<file path="src/rtl/ibrx_pkg.sv">
// ----------------------------------------------------------------------------
// ibrx_pkg
// Shared types and constants for the RC serial frame receiver.
// ----------------------------------------------------------------------------
package ibrx_pkg;

	// Default structure of a frame
	localparam int BASE_SLOTS_DEF   = 14;
	localparam int MAX_CHANNELS_DEF = 18;

	// Frame lengths and start bytes
	localparam int          RX_FRAME_LEN    = 32;
	localparam int          TELEM_FRAME_LEN = 4;
	localparam int          OLD_FRAME_LEN   = 31;
	localparam logic [7:0]  OLD_START       = 8'h55;

	// Older model: words summed over bytes 1 .. len-3
	localparam int OLD_SUM_FIRST = 1;
	localparam int OLD_SUM_LAST  = OLD_FRAME_LEN - 3;

	// Newer model checksum seed
	localparam logic [15:0] NEW_SUM_SEED = 16'hFFFF;

	// Field widths
	localparam int BYTE_W = 8;
	localparam int LEN_W  = 6;
	localparam int CNT_W  = 5;
	localparam int VAL_W  = 12;
	localparam int SUM_W  = 16;

	// Frame store geometry
	localparam int STORE_DEPTH = RX_FRAME_LEN;
	localparam int STORE_AW    = $clog2(STORE_DEPTH);

	// Register reset
	localparam logic [CNT_W-1:0] CHANNEL_COUNT_RST = 5'd14;

	// Frame completion from the byte intake to the result sequencer
	typedef struct packed {
		logic fire;   // last byte of a frame transferred this cycle
		logic err;    // checksum mismatch
		logic telem;  // telemetry frame, status only
		logic model;  // 1 newer length-prefixed, 0 older
	} frame_end_t;

	// Result sequencer states
	typedef enum logic [2:0] {
		EM_IDLE,
		EM_READ,
		EM_FINISH,
		EM_PUT,
		EM_SINGLE
	} emit_state_t;

endpackage

</file>
<file path="src/rtl/ibrx_if.sv">
// ----------------------------------------------------------------------------
// ibrx_if
// Valid/ready channels of the receiver: received bytes, results, register.
// ----------------------------------------------------------------------------

// Received byte channel
interface ibrx_byte_if;
	logic       valid;
	logic       ready;
	logic [7:0] rx_byte;

	modport source (output valid, output rx_byte, input ready);
	modport sink   (input valid, input rx_byte, output ready);
endinterface

// Result channel
interface ibrx_res_if;
	logic        valid;
	logic        ready;
	logic        status;
	logic        has_value;
	logic [4:0]  channel_index;
	logic [11:0] channel_value;
	logic        receiver_model;
	logic        last;

	modport source (output valid, output status, output has_value, output channel_index,
		output channel_value, output receiver_model, output last, input ready);
	modport sink   (input valid, input status, input has_value, input channel_index,
		input channel_value, input receiver_model, input last, output ready);
endinterface

// Register write channel
interface ibrx_cfg_if;
	logic       valid;
	logic       ready;
	logic [4:0] channel_count;

	modport source (output valid, output channel_count, input ready);
	modport sink   (input valid, input channel_count, output ready);
endinterface

</file>
<file path="src/rtl/ibrx_store.sv">
// ----------------------------------------------------------------------------
// ibrx_store
// Frame byte store: one write port, one read port with registered data.
// ----------------------------------------------------------------------------
module ibrx_store (
	input  logic                         clk,
	input  logic                         we,
	input  logic [ibrx_pkg::STORE_AW-1:0] waddr,
	input  logic [ibrx_pkg::BYTE_W-1:0]   wdata,
	input  logic                         re,
	input  logic [ibrx_pkg::STORE_AW-1:0] raddr,
	output logic [ibrx_pkg::BYTE_W-1:0]   rdata
);

	logic [ibrx_pkg::BYTE_W-1:0] mem [ibrx_pkg::STORE_DEPTH];

	// Write port
	always_ff @(posedge clk) begin
		if (we) begin
			mem[waddr] <= wdata;
		end
	end

	// Read port, registered read data
	always_ff @(posedge clk) begin
		if (re) begin
			rdata <= mem[raddr];
		end
	end

endmodule

</file>
<file path="src/rtl/ibrx_intake.sv">
// ----------------------------------------------------------------------------
// ibrx_intake
// Start byte hunt, frame position, running checksum and store writes.
// ----------------------------------------------------------------------------
module ibrx_intake (
	input  logic                          clk,
	input  logic                          arst_n,
	ibrx_byte_if.sink                     rx,
	input  logic                          busy,
	output logic                          st_we,
	output logic [ibrx_pkg::STORE_AW-1:0] st_waddr,
	output logic [ibrx_pkg::BYTE_W-1:0]   st_wdata,
	output ibrx_pkg::frame_end_t          fe
);

	// Frame state
	logic                          in_frame_q;
	logic                          model_q;
	logic [ibrx_pkg::BYTE_W-1:0]   sync_q;
	logic [ibrx_pkg::LEN_W-1:0]    len_q;
	logic [ibrx_pkg::LEN_W-1:0]    wp_q;
	logic [ibrx_pkg::SUM_W-1:0]    sum_q;
	logic [ibrx_pkg::BYTE_W-1:0]   trail_q;

	logic                          xfer;
	logic [ibrx_pkg::BYTE_W-1:0]   b;
	logic                          start_new;
	logic                          start_old;
	logic                          start_rpt;
	logic                          take;
	logic                          cur_model;
	logic [ibrx_pkg::LEN_W-1:0]    cur_len;
	logic [ibrx_pkg::LEN_W-1:0]    pos;
	logic [ibrx_pkg::SUM_W-1:0]    sum_cur;
	logic [ibrx_pkg::SUM_W-1:0]    sum_next;
	logic                          frame_done;
	logic                          trail_pos;

	assign rx.ready = !busy;
	assign xfer     = rx.valid && rx.ready;
	assign b        = rx.rx_byte;

	// Start byte decode while hunting
	always_comb begin
		start_new = (b == 8'(ibrx_pkg::RX_FRAME_LEN)) || (b == 8'(ibrx_pkg::TELEM_FRAME_LEN));
		start_old = (sync_q == '0) && (b == ibrx_pkg::OLD_START);
		start_rpt = (sync_q != '0) && (sync_q == b);
		take      = in_frame_q || start_new || start_old || start_rpt;

		cur_model = model_q;
		cur_len   = len_q;
		if (!in_frame_q && start_new) begin
			cur_model = 1'b1;
			cur_len   = b[ibrx_pkg::LEN_W-1:0];
		end else if (!in_frame_q && start_old) begin
			cur_model = 1'b0;
			cur_len   = 6'(ibrx_pkg::OLD_FRAME_LEN);
		end
		pos = in_frame_q ? wp_q : '0;
	end

	// Running checksum
	always_comb begin
		if (in_frame_q) begin
			sum_cur = sum_q;
		end else begin
			sum_cur = cur_model ? ibrx_pkg::NEW_SUM_SEED : '0;
		end
		sum_next = sum_cur;
		if (cur_model) begin
			if (({1'b0, pos} + 7'd2) < {1'b0, cur_len}) begin
				sum_next = sum_cur - {8'h00, b};
			end
		end else if (pos >= 6'(ibrx_pkg::OLD_SUM_FIRST) && pos <= 6'(ibrx_pkg::OLD_SUM_LAST)) begin
			// odd byte is the low half of a word
			sum_next = pos[0] ? (sum_cur + {8'h00, b}) : (sum_cur + {b, 8'h00});
		end
		frame_done = ({1'b0, pos} + 7'd1) == {1'b0, cur_len};
		trail_pos  = ({1'b0, pos} + 7'd2) == {1'b0, cur_len};
	end

	// Store write and frame completion
	always_comb begin
		st_we    = xfer && take;
		st_waddr = pos[ibrx_pkg::STORE_AW-1:0];
		st_wdata = b;
		fe.fire  = xfer && take && frame_done;
		fe.err   = sum_cur != {b, trail_q};
		fe.telem = cur_model && (cur_len == 6'(ibrx_pkg::TELEM_FRAME_LEN));
		fe.model = cur_model;
	end

	// Control state
	always_ff @(posedge clk or negedge arst_n) begin
		if (!arst_n) begin
			in_frame_q <= 1'b0;
			model_q    <= 1'b0;
			sync_q     <= '0;
			len_q      <= '0;
			wp_q       <= '0;
		end else if (xfer && take) begin
			in_frame_q <= !frame_done;
			model_q    <= cur_model;
			len_q      <= cur_len;
			wp_q       <= pos + 6'd1;
			if (!in_frame_q && (start_new || start_old)) begin
				sync_q <= b;
			end
		end
	end

	// Checksum datapath
	always_ff @(posedge clk) begin
		if (xfer && take) begin
			sum_q <= sum_next;
			if (trail_pos) begin
				trail_q <= b;
			end
		end
	end

endmodule

</file>
<file path="src/rtl/ibrx_emit.sv">
// ----------------------------------------------------------------------------
// ibrx_emit
// Result sequencer: reads channel bytes from the store, builds 12-bit
// channel values and loads them into the output register.
// ----------------------------------------------------------------------------
module ibrx_emit #(
	parameter int BASE_SLOTS   = ibrx_pkg::BASE_SLOTS_DEF,
	parameter int MAX_CHANNELS = ibrx_pkg::MAX_CHANNELS_DEF
) (
	input  logic                          clk,
	input  logic                          arst_n,
	input  ibrx_pkg::frame_end_t          fe,
	input  logic [ibrx_pkg::CNT_W-1:0]    channel_count,
	output logic                          busy,
	output logic                          st_re,
	output logic [ibrx_pkg::STORE_AW-1:0] st_raddr,
	input  logic [ibrx_pkg::BYTE_W-1:0]   st_rdata,
	ibrx_res_if.source                    res
);

	ibrx_pkg::emit_state_t state_q, state_d;

	logic [ibrx_pkg::CNT_W-1:0]    ch_q;
	logic [ibrx_pkg::CNT_W-1:0]    n_q;
	logic [ibrx_pkg::STORE_AW-1:0] ch_addr_q;
	logic [1:0]                    sel_q, sel_d;
	logic                          re_s1;
	logic [1:0]                    sel_s1;
	logic                          model_q;
	logic                          err_q;
	logic [ibrx_pkg::VAL_W-1:0]    val_q;

	logic                          out_valid_q;
	logic                          out_status_q;
	logic                          out_has_q;
	logic [ibrx_pkg::CNT_W-1:0]    out_idx_q;
	logic [ibrx_pkg::VAL_W-1:0]    out_val_q;
	logic                          out_model_q;
	logic                          out_last_q;

	logic [ibrx_pkg::CNT_W-1:0]    n;
	logic                          single;
	logic                          is_ext;
	logic [1:0]                    last_sel;
	logic                          ch_last;
	logic                          out_free;
	logic                          load_ch;
	logic                          load_one;
	logic [ibrx_pkg::STORE_AW-1:0] off;
	logic [ibrx_pkg::STORE_AW-1:0] ch_addr_next;

	// Channel count clipped to the maximum
	always_comb begin
		n      = (channel_count > 5'(MAX_CHANNELS)) ? 5'(MAX_CHANNELS) : channel_count;
		single = fe.err || fe.telem || (n == '0);
	end

	// Per-channel addressing
	always_comb begin
		is_ext   = ch_q >= 5'(BASE_SLOTS);
		last_sel = is_ext ? 2'd2 : 2'd1;
		ch_last  = (ch_q + 5'd1) == n_q;
		off      = model_q ? 5'd2 : 5'd1;
		if (is_ext) begin
			st_raddr = ch_addr_q + {2'b00, sel_q, 1'b0};
		end else begin
			st_raddr = ch_addr_q + {3'b000, sel_q};
		end
		if ((ch_q + 5'd1) == 5'(BASE_SLOTS)) begin
			ch_addr_next = off + 5'd1;
		end else if (!is_ext) begin
			ch_addr_next = ch_addr_q + 5'd2;
		end else begin
			ch_addr_next = ch_addr_q + 5'd6;
		end
		out_free = !out_valid_q || res.ready;
		busy     = state_q != ibrx_pkg::EM_IDLE;
	end

	// Next state and strobes
	always_comb begin
		state_d  = state_q;
		sel_d    = sel_q;
		st_re    = 1'b0;
		load_ch  = 1'b0;
		load_one = 1'b0;
		unique case (state_q)
			ibrx_pkg::EM_IDLE: begin
				if (fe.fire) begin
					state_d = single ? ibrx_pkg::EM_SINGLE : ibrx_pkg::EM_READ;
				end
			end
			ibrx_pkg::EM_READ: begin
				st_re = 1'b1;
				if (sel_q == last_sel) begin
					sel_d   = 2'd0;
					state_d = ibrx_pkg::EM_FINISH;
				end else begin
					sel_d = sel_q + 2'd1;
				end
			end
			ibrx_pkg::EM_FINISH: begin
				state_d = ibrx_pkg::EM_PUT;
			end
			ibrx_pkg::EM_PUT: begin
				if (out_free) begin
					load_ch = 1'b1;
					state_d = ch_last ? ibrx_pkg::EM_IDLE : ibrx_pkg::EM_READ;
				end
			end
			ibrx_pkg::EM_SINGLE: begin
				if (out_free) begin
					load_one = 1'b1;
					state_d  = ibrx_pkg::EM_IDLE;
				end
			end
			default: begin
				state_d = ibrx_pkg::EM_IDLE;
			end
		endcase
	end

	// State register and channel counters
	always_ff @(posedge clk or negedge arst_n) begin
		if (!arst_n) begin
			state_q <= ibrx_pkg::EM_IDLE;
			sel_q   <= '0;
			re_s1   <= 1'b0;
			ch_q    <= '0;
			n_q     <= '0;
			model_q <= 1'b0;
			err_q   <= 1'b0;
		end else begin
			state_q <= state_d;
			sel_q   <= sel_d;
			re_s1   <= st_re;
			if (state_q == ibrx_pkg::EM_IDLE && fe.fire) begin
				ch_q    <= '0;
				n_q     <= n;
				model_q <= fe.model;
				err_q   <= fe.err;
			end else if (load_ch) begin
				ch_q <= ch_q + 5'd1;
			end
		end
	end

	// Channel address and value assembly
	always_ff @(posedge clk) begin
		sel_s1 <= sel_q;
		if (state_q == ibrx_pkg::EM_IDLE && fe.fire) begin
			ch_addr_q <= fe.model ? 5'd2 : 5'd1;
		end else if (load_ch) begin
			ch_addr_q <= ch_addr_next;
		end
		if (re_s1) begin
			if (is_ext) begin
				// high nibbles of three bytes
				case (sel_s1)
					2'd0:    val_q[3:0]  <= st_rdata[7:4];
					2'd1:    val_q[7:4]  <= st_rdata[7:4];
					2'd2:    val_q[11:8] <= st_rdata[7:4];
					default: val_q       <= val_q;
				endcase
			end else begin
				// low byte then low nibble of the next
				case (sel_s1)
					2'd0:    val_q[7:0]  <= st_rdata;
					2'd1:    val_q[11:8] <= st_rdata[3:0];
					default: val_q       <= val_q;
				endcase
			end
		end
	end

	// Output register valid
	always_ff @(posedge clk or negedge arst_n) begin
		if (!arst_n) begin
			out_valid_q <= 1'b0;
		end else if (load_ch || load_one) begin
			out_valid_q <= 1'b1;
		end else if (res.ready) begin
			out_valid_q <= 1'b0;
		end
	end

	// Output register payload
	always_ff @(posedge clk) begin
		if (load_ch) begin
			out_status_q <= 1'b0;
			out_has_q    <= 1'b1;
			out_idx_q    <= ch_q;
			out_val_q    <= val_q;
			out_model_q  <= model_q;
			out_last_q   <= ch_last;
		end else if (load_one) begin
			out_status_q <= err_q;
			out_has_q    <= 1'b0;
			out_idx_q    <= '0;
			out_val_q    <= '0;
			out_model_q  <= model_q;
			out_last_q   <= 1'b1;
		end
	end

	assign res.valid          = out_valid_q;
	assign res.status         = out_status_q;
	assign res.has_value      = out_has_q;
	assign res.channel_index  = out_idx_q;
	assign res.channel_value  = out_val_q;
	assign res.receiver_model = out_model_q;
	assign res.last           = out_last_q;

endmodule

</file>
<file path="src/rtl/ibus_rc_frame_receiver.sv">
// ----------------------------------------------------------------------------
// ibus_rc_frame_receiver
// RC serial link frame receiver: byte in, checked channel results out.
// ----------------------------------------------------------------------------
// Bytes are taken one per cycle while no results are being built. The
// checksum runs as bytes arrive and every byte of a frame lands in a 32 x 8
// frame store. On the last byte of a frame the byte input stalls while the
// result sequencer works: an error, telemetry or zero-channel frame gives one
// result; otherwise each 12-bit word channel reads two bytes and each
// high-nibble channel three bytes through the single read port of the frame
// store (one byte per cycle, registered read data), then the output load.
// Stalls on the result side also hold the byte input. Bytes are taken again
// as soon as the last result is in the output register. There is no
// clearing pass after reset.
// ----------------------------------------------------------------------------
module ibus_rc_frame_receiver #(
	parameter int BASE_SLOTS   = ibrx_pkg::BASE_SLOTS_DEF,
	parameter int MAX_CHANNELS = ibrx_pkg::MAX_CHANNELS_DEF
) (
	input  logic        clk,
	input  logic        arst_n,
	ibrx_byte_if.sink   rx,
	ibrx_res_if.source  res,
	ibrx_cfg_if.sink    cfg
);

	logic [ibrx_pkg::CNT_W-1:0]    channel_count_q;
	logic                          busy;
	logic                          st_we;
	logic [ibrx_pkg::STORE_AW-1:0] st_waddr;
	logic [ibrx_pkg::BYTE_W-1:0]   st_wdata;
	logic                          st_re;
	logic [ibrx_pkg::STORE_AW-1:0] st_raddr;
	logic [ibrx_pkg::BYTE_W-1:0]   st_rdata;
	ibrx_pkg::frame_end_t          fe;

	// Channel count register
	assign cfg.ready = 1'b1;

	always_ff @(posedge clk or negedge arst_n) begin
		if (!arst_n) begin
			channel_count_q <= ibrx_pkg::CHANNEL_COUNT_RST;
		end else if (cfg.valid && cfg.ready) begin
			channel_count_q <= cfg.channel_count;
		end
	end

	ibrx_intake u_intake (
		.clk      (clk),
		.arst_n   (arst_n),
		.rx       (rx),
		.busy     (busy),
		.st_we    (st_we),
		.st_waddr (st_waddr),
		.st_wdata (st_wdata),
		.fe       (fe)
	);

	ibrx_store u_store (
		.clk   (clk),
		.we    (st_we),
		.waddr (st_waddr),
		.wdata (st_wdata),
		.re    (st_re),
		.raddr (st_raddr),
		.rdata (st_rdata)
	);

	ibrx_emit #(
		.BASE_SLOTS   (BASE_SLOTS),
		.MAX_CHANNELS (MAX_CHANNELS)
	) u_emit (
		.clk           (clk),
		.arst_n        (arst_n),
		.fe            (fe),
		.channel_count (channel_count_q),
		.busy          (busy),
		.st_re         (st_re),
		.st_raddr      (st_raddr),
		.st_rdata      (st_rdata),
		.res           (res)
	);

endmodule

</file>
<file path="src/flat_wrapper.sv">
// flat-port wrapper written by rule: the top's interface ports become plain ports
module ibus_rc_frame_receiver_flat 
#(
	parameter int BASE_SLOTS   = ibrx_pkg::BASE_SLOTS_DEF,
	parameter int MAX_CHANNELS = ibrx_pkg::MAX_CHANNELS_DEF
)
  (clk, arst_n, rx_valid, rx_rx_byte, rx_ready, res_valid, res_status, res_has_value, res_channel_index, res_channel_value, res_receiver_model, res_last, res_ready, cfg_valid, cfg_channel_count, cfg_ready);
  ibrx_byte_if rx_i ();
  ibrx_res_if res_i ();
  ibrx_cfg_if cfg_i ();
  input  logic clk;
  input  logic arst_n;
  input wire logic [$bits(rx_i.valid)-1:0] rx_valid;
  input wire logic [$bits(rx_i.rx_byte)-1:0] rx_rx_byte;
  output wire logic [$bits(rx_i.ready)-1:0] rx_ready;
  output wire logic [$bits(res_i.valid)-1:0] res_valid;
  output wire logic [$bits(res_i.status)-1:0] res_status;
  output wire logic [$bits(res_i.has_value)-1:0] res_has_value;
  output wire logic [$bits(res_i.channel_index)-1:0] res_channel_index;
  output wire logic [$bits(res_i.channel_value)-1:0] res_channel_value;
  output wire logic [$bits(res_i.receiver_model)-1:0] res_receiver_model;
  output wire logic [$bits(res_i.last)-1:0] res_last;
  input wire logic [$bits(res_i.ready)-1:0] res_ready;
  input wire logic [$bits(cfg_i.valid)-1:0] cfg_valid;
  input wire logic [$bits(cfg_i.channel_count)-1:0] cfg_channel_count;
  output wire logic [$bits(cfg_i.ready)-1:0] cfg_ready;
  assign rx_i.valid = rx_valid;
  assign rx_i.rx_byte = rx_rx_byte;
  assign rx_ready = rx_i.ready;
  assign res_valid = res_i.valid;
  assign res_status = res_i.status;
  assign res_has_value = res_i.has_value;
  assign res_channel_index = res_i.channel_index;
  assign res_channel_value = res_i.channel_value;
  assign res_receiver_model = res_i.receiver_model;
  assign res_last = res_i.last;
  assign res_i.ready = res_ready;
  assign cfg_i.valid = cfg_valid;
  assign cfg_i.channel_count = cfg_channel_count;
  assign cfg_ready = cfg_i.ready;
  ibus_rc_frame_receiver #(.BASE_SLOTS(BASE_SLOTS), .MAX_CHANNELS(MAX_CHANNELS)) u_core (.clk(clk), .arst_n(arst_n), .rx(rx_i), .res(res_i), .cfg(cfg_i));
endmodule
</file>
<file path="config.mk">
export PLATFORM = sky130hd
export DESIGN_NAME = ibus_rc_frame_receiver_flat
export DESIGN_NICKNAME = d
export VERILOG_FILES = /design/src/rtl/ibrx_pkg.sv /design/src/rtl/ibrx_if.sv /design/src/rtl/ibrx_store.sv /design/src/rtl/ibrx_intake.sv /design/src/rtl/ibrx_emit.sv /design/src/rtl/ibus_rc_frame_receiver.sv /design/src/flat_wrapper.sv
export SDC_FILE = /design/constraint.sdc
export NUM_CORES = 1
export LEC_CHECK = 0
export BUFFER_PORTS_ARGS = -buffer_cell sky130_fd_sc_hd__buf_4
export CORE_ASPECT_RATIO = 1.5
export CORE_MARGIN = 1
export CORE_UTILIZATION = 60
export CTS_CLUSTER_DIAMETER = 150
export DETAILED_ROUTE_END_ITERATION = 8
export GPL_TIMING_DRIVEN = 0
export PLACE_DENSITY = 0.85
export RECOVER_POWER = 100
export REMOVE_ABC_BUFFERS = 1
export SETUP_SLACK_MARGIN = 0.1
export SLEW_MARGIN = 20
export SYNTH_ARGS = -nofsm -noshare
export SYNTH_HDL_FRONTEND = slang
export SYNTH_SLANG_ARGS = --single-unit
</file>
<file path="constraint.sdc">
create_clock -name clk -period 6.4 [get_ports clk]
set_input_delay 0.96 -clock clk [delete_from_list [all_inputs] [get_ports clk]]
set_output_delay 0.96 -clock clk [all_outputs]
set_load 0.005 [all_outputs]
</file>
==> implementation parameters <==
Parameter                              Value

Die
  Initial standard-cell utilization of the core    60.9%
  Total number of placement rows    76
  Die X    about 140 um
  Count of boundary I/O pins    42
  Area enclosed by the die boundary    between 20000 and 30000 um2
  Die Span Y    roughly 210 um
  Core region area    ~29000 um2

Routing
  Antenna Violating Nets Remaining    0
  Number of detailed-routing iterations run before antenna repair    5
  Routed via count    11200
  Detailed Route Iter0 Violations    approximately 1200
  DRC violation count after routing    0
  Drt via density    between 6 and 7
  Detailed-route wire length    39.5 mm
  Per-cell routed wire length    ~23 um

Min path
  Type of the tightest min-delay check    reg2reg

Pwr
  Total leakage power    roughly 7.0 nW
  Sequential share of power    between 30% and 40%
  Switching share of total power    just under 40%
  Internal power summed over all cells    ~6.2 mW
  Total power per unit cell area    around 520 nW/um2
  Part of the total power dissipated in the clock network    a little over a fifth
  Switching power    around 4 mW
  Combinational fraction of design power    46.0%
  Max VDD drop    0.378 mV

Final layout
  Antenna Cells    0
  Final standard cell area without fillers    19300 um2
  Share of post-route cells with drive strength above 1    11.2%
  Area growth from synthesis to final layout    10.8%
  Net count of the finished layout    approximately 1400

STA
  Maximum clock frequency    about 170 MHz
  Final max-slew violation count    between 70 and 80
  Setup repair after global routing missed its margin    false
  Setup Skew    0.0272 ns
  Final critical-path share of the clock period    92.5%
  Worst-Margin Slew    2.52 ns
  Final critical delay including setup and external delays    5.92 ns
  Final setup violating endpoints    0
  Total negative slack    0 ns
  Final hold vios    0
  Slew Limit Headroom    -67.8%

Global routing
  Vias in the first global route    between 10000 and 15000
  Largest net degree at the start of global routing    47
  Number of antenna violations at the first check in global routing    0
  Aggregate global routing overflow    0
  First-pass GRT wire length    slightly above 60 mm
  GRT Total Usage    around 28%

Clock network
  Deepest clock path buffer count    3
  Level count of the clock H-tree    2
  Number of clock sinks    374
  Post-CTS Repair Setup Buffers    0
  Clock tree from TritonCTS    built
  Hold_buf cts    0
  Number of clock buffers inserted by TritonCTS    34
  Total of cells resized after clock tree synthesis    0
  Register clock-pin slew on the reported worst setup and hold paths    0.06 ns
  Clock tree root buffer cell    clkbuf_16
  Clk Latency, worst-skew pair    roughly 0.54 ns

Yosys
  Post-Synthesis Cell Area    around 17000 um2
  Synth area leader    edfxtp_1
  Post-synth ARST share    12.3%
  Yosys reg bits    ~370
  Dominant cell by count in the synthesized netlist    edfxtp_1
  Synthesized area per cell    roughly 13 um2
  Number of distinct library cell variants in the gate-level netlist after synthesis    72
  Predominant post-synthesis flop cell    edfxtp_1
  Post-synth top cells    324 x edfxtp_1, 115 x nor2_1, 87 x nand2_1, 78 x mux2i_1, 53 x o21ai_0
  Synth warn    0
  Dominant cells by area after synthesis    edfxtp_1 56%, dfrtp_1 6.2%, mux2i_1 4.5%, mux4_2 4.1%, ha_1 3.2%
  Proportion of synthesized chip area in sequential cells    between 60% and 70%
  Post-synth EDFFs    approximately 320
  Mapped Cells    around 1300
  Area share of the largest cell type after synthesis    55.8%

Worst setup path
  Required time at the worst-slack endpoint    ~6.7 ns
  Type of the setup path with the least slack    in2reg
  Worst-path fanout max    about 40
  Critical path data arrival time    between 6 and 7 ns
  Critical Path Sink Type    register
  Startpoint Class    input pin

Run status
  Status    finished, violations left
  Violated checks    max-capacitance violations, max-slew violations

Placement
  Port Buf Inserts    40
  GP Congestion    ~0.90
  Placed Area    about 18000 um2
  Detailed placer's ending HPWL    26.0 mm

Job
  Max-capacitance violation count    4
==> registers in the layout, summed over array words and instances (netlist names), 6 cells and up <==
register,cells
u_core.u_emit.val_q,12
u_core.u_intake.wp_q,6
u_core.u_intake.len_q,6
u_core.u_store.rdata,8
u_core.u_intake.sync_q,8
u_core.u_intake.sum_q,16
u_core.u_intake.trail_q,8
u_core.u_emit.res.channel_value,12
u_core.u_store.mem,256
==> worst max-delay path: stages <==
cell	delay (ns)
buf_4	0.39
xor2_1	0.17
a311oi_1	0.80
a21oi_1	0.52
o21ai_0	0.54
inv_1	0.24
fa_1	0.49
a21oi_1	0.16
o21bai_1	0.12
a21oi_1	0.24
o21ai_0	0.13
a311oi_1	0.84
o21ai_0	0.27
xnor2_1	0.21
a22oi_1	0.08
==> power groups by stage <==
stage               logic (mW)  clock network [mW]  registers [mW]
floorplan                 3.40                   0            3.31
global placement          4.36                   0            3.35
detailed placement        4.56                   0            3.38
CTS                       4.61                2.11            3.33
global route              4.95                2.20            3.37
finish                    4.62                2.10            3.33
==> logic make-up after synthesis <==
| logic type | count (synthesis) | synth area share (%) |
|---|---|---|
| simple gates | 344 | 9.49 |
| compound gates | 246 | 9.06 |
| fa+ha+maj | 50 | 3.85 |
| xor+xnor | 57 | 2.87 |
| buf+inv | 94 | 2.13 |
| other cells | 1 | 0.0215 |
| mux | 126 | 9.65 |
| flops | 374 | 62.9 |
==> through the flow <==
| step | utilization, % | std cells | setup WS, ns | hold WS [ns] | total power [mW] |
|---|---|---|---|---|---|
| floorplan | - | 1240 | -2.17 | 0.426 | 6.70 |
| global placement | 62.9 | 1670 | -4.99 | 0.431 | 7.72 |
| detailed placement | 63.7 | 1678 | 0.240 | 0.445 | 7.94 |
| CTS | 67.7 | 1739 | 0.729 | 0.421 | 10.0 |
| global route | 67.4 | 1739 | 0.321 | 0.465 | 10.5 |
| finish | 67.4 | 1739 | 0.481 | 0.457 | 10.1 |
==> metal layers <==
metal,vias to the layer above,GRT usage (%),wire (um),share of wire [%]
met5,-,0,0,0
met4,0,14.7,2250,5.7
met3,143,3.90,2410,6.1
met2,553,50.6,21200,54
met1,5517,30.8,13700,35
li1,4974,-,-,-
==> layout make-up <==
cell class	count	area [um2]
clock inverter	16	184
multi-input combinational	824	6100
timing repair buffer	48	445
sequential	374	11000
fill	1902	9320
inverter	42	158
clock buffer	45	956
tap	390	488
==> cells in the final DEF (no fill, tap or decap), drive strengths merged, types with 16 or more instances in the layout <==
cell type,netlist,routed
mux2,16,16
inv,42,44
mux2i,78,78
clkbuf,41,72
nand3,21,21
a22oi,19,19
nor3,24,24
nor2,115,115
xor2,19,19
and2,22,22
nand4,19,19
ha,44,44
a21oi,48,48
dfrtp,43,43
mux4,32,32
nand2,87,87
xnor2,38,38
buf,11,21
o21ai,54,54
o22ai,38,38
edfxtp,324,324
==> final timing paths <==
path / depth (start not counted) / to / from / slack, ns
worst max register to register: 14 / u_core.u_intake.sum_q[14] / u_core.u_intake.sync_q[0] / 0.50
min in group asynchronous: 1 / u_core.u_emit.re_s1 / arst_n / 1.19
worst min register to register: 0 / u_core.u_emit.val_q[6] / u_core.u_store.rdata[6] / 0.46
worst min-delay path: 0 / u_core.u_emit.val_q[6] / u_core.u_store.rdata[6] / 0.46
worst max-delay path: 15 / u_core.u_intake.sum_q[14] / rx_rx_byte[5] / 0.48
max in group asynchronous: 1 / u_core.u_intake.in_frame_q / arst_n / 3.57
Power figures use the tool's default switching activity.
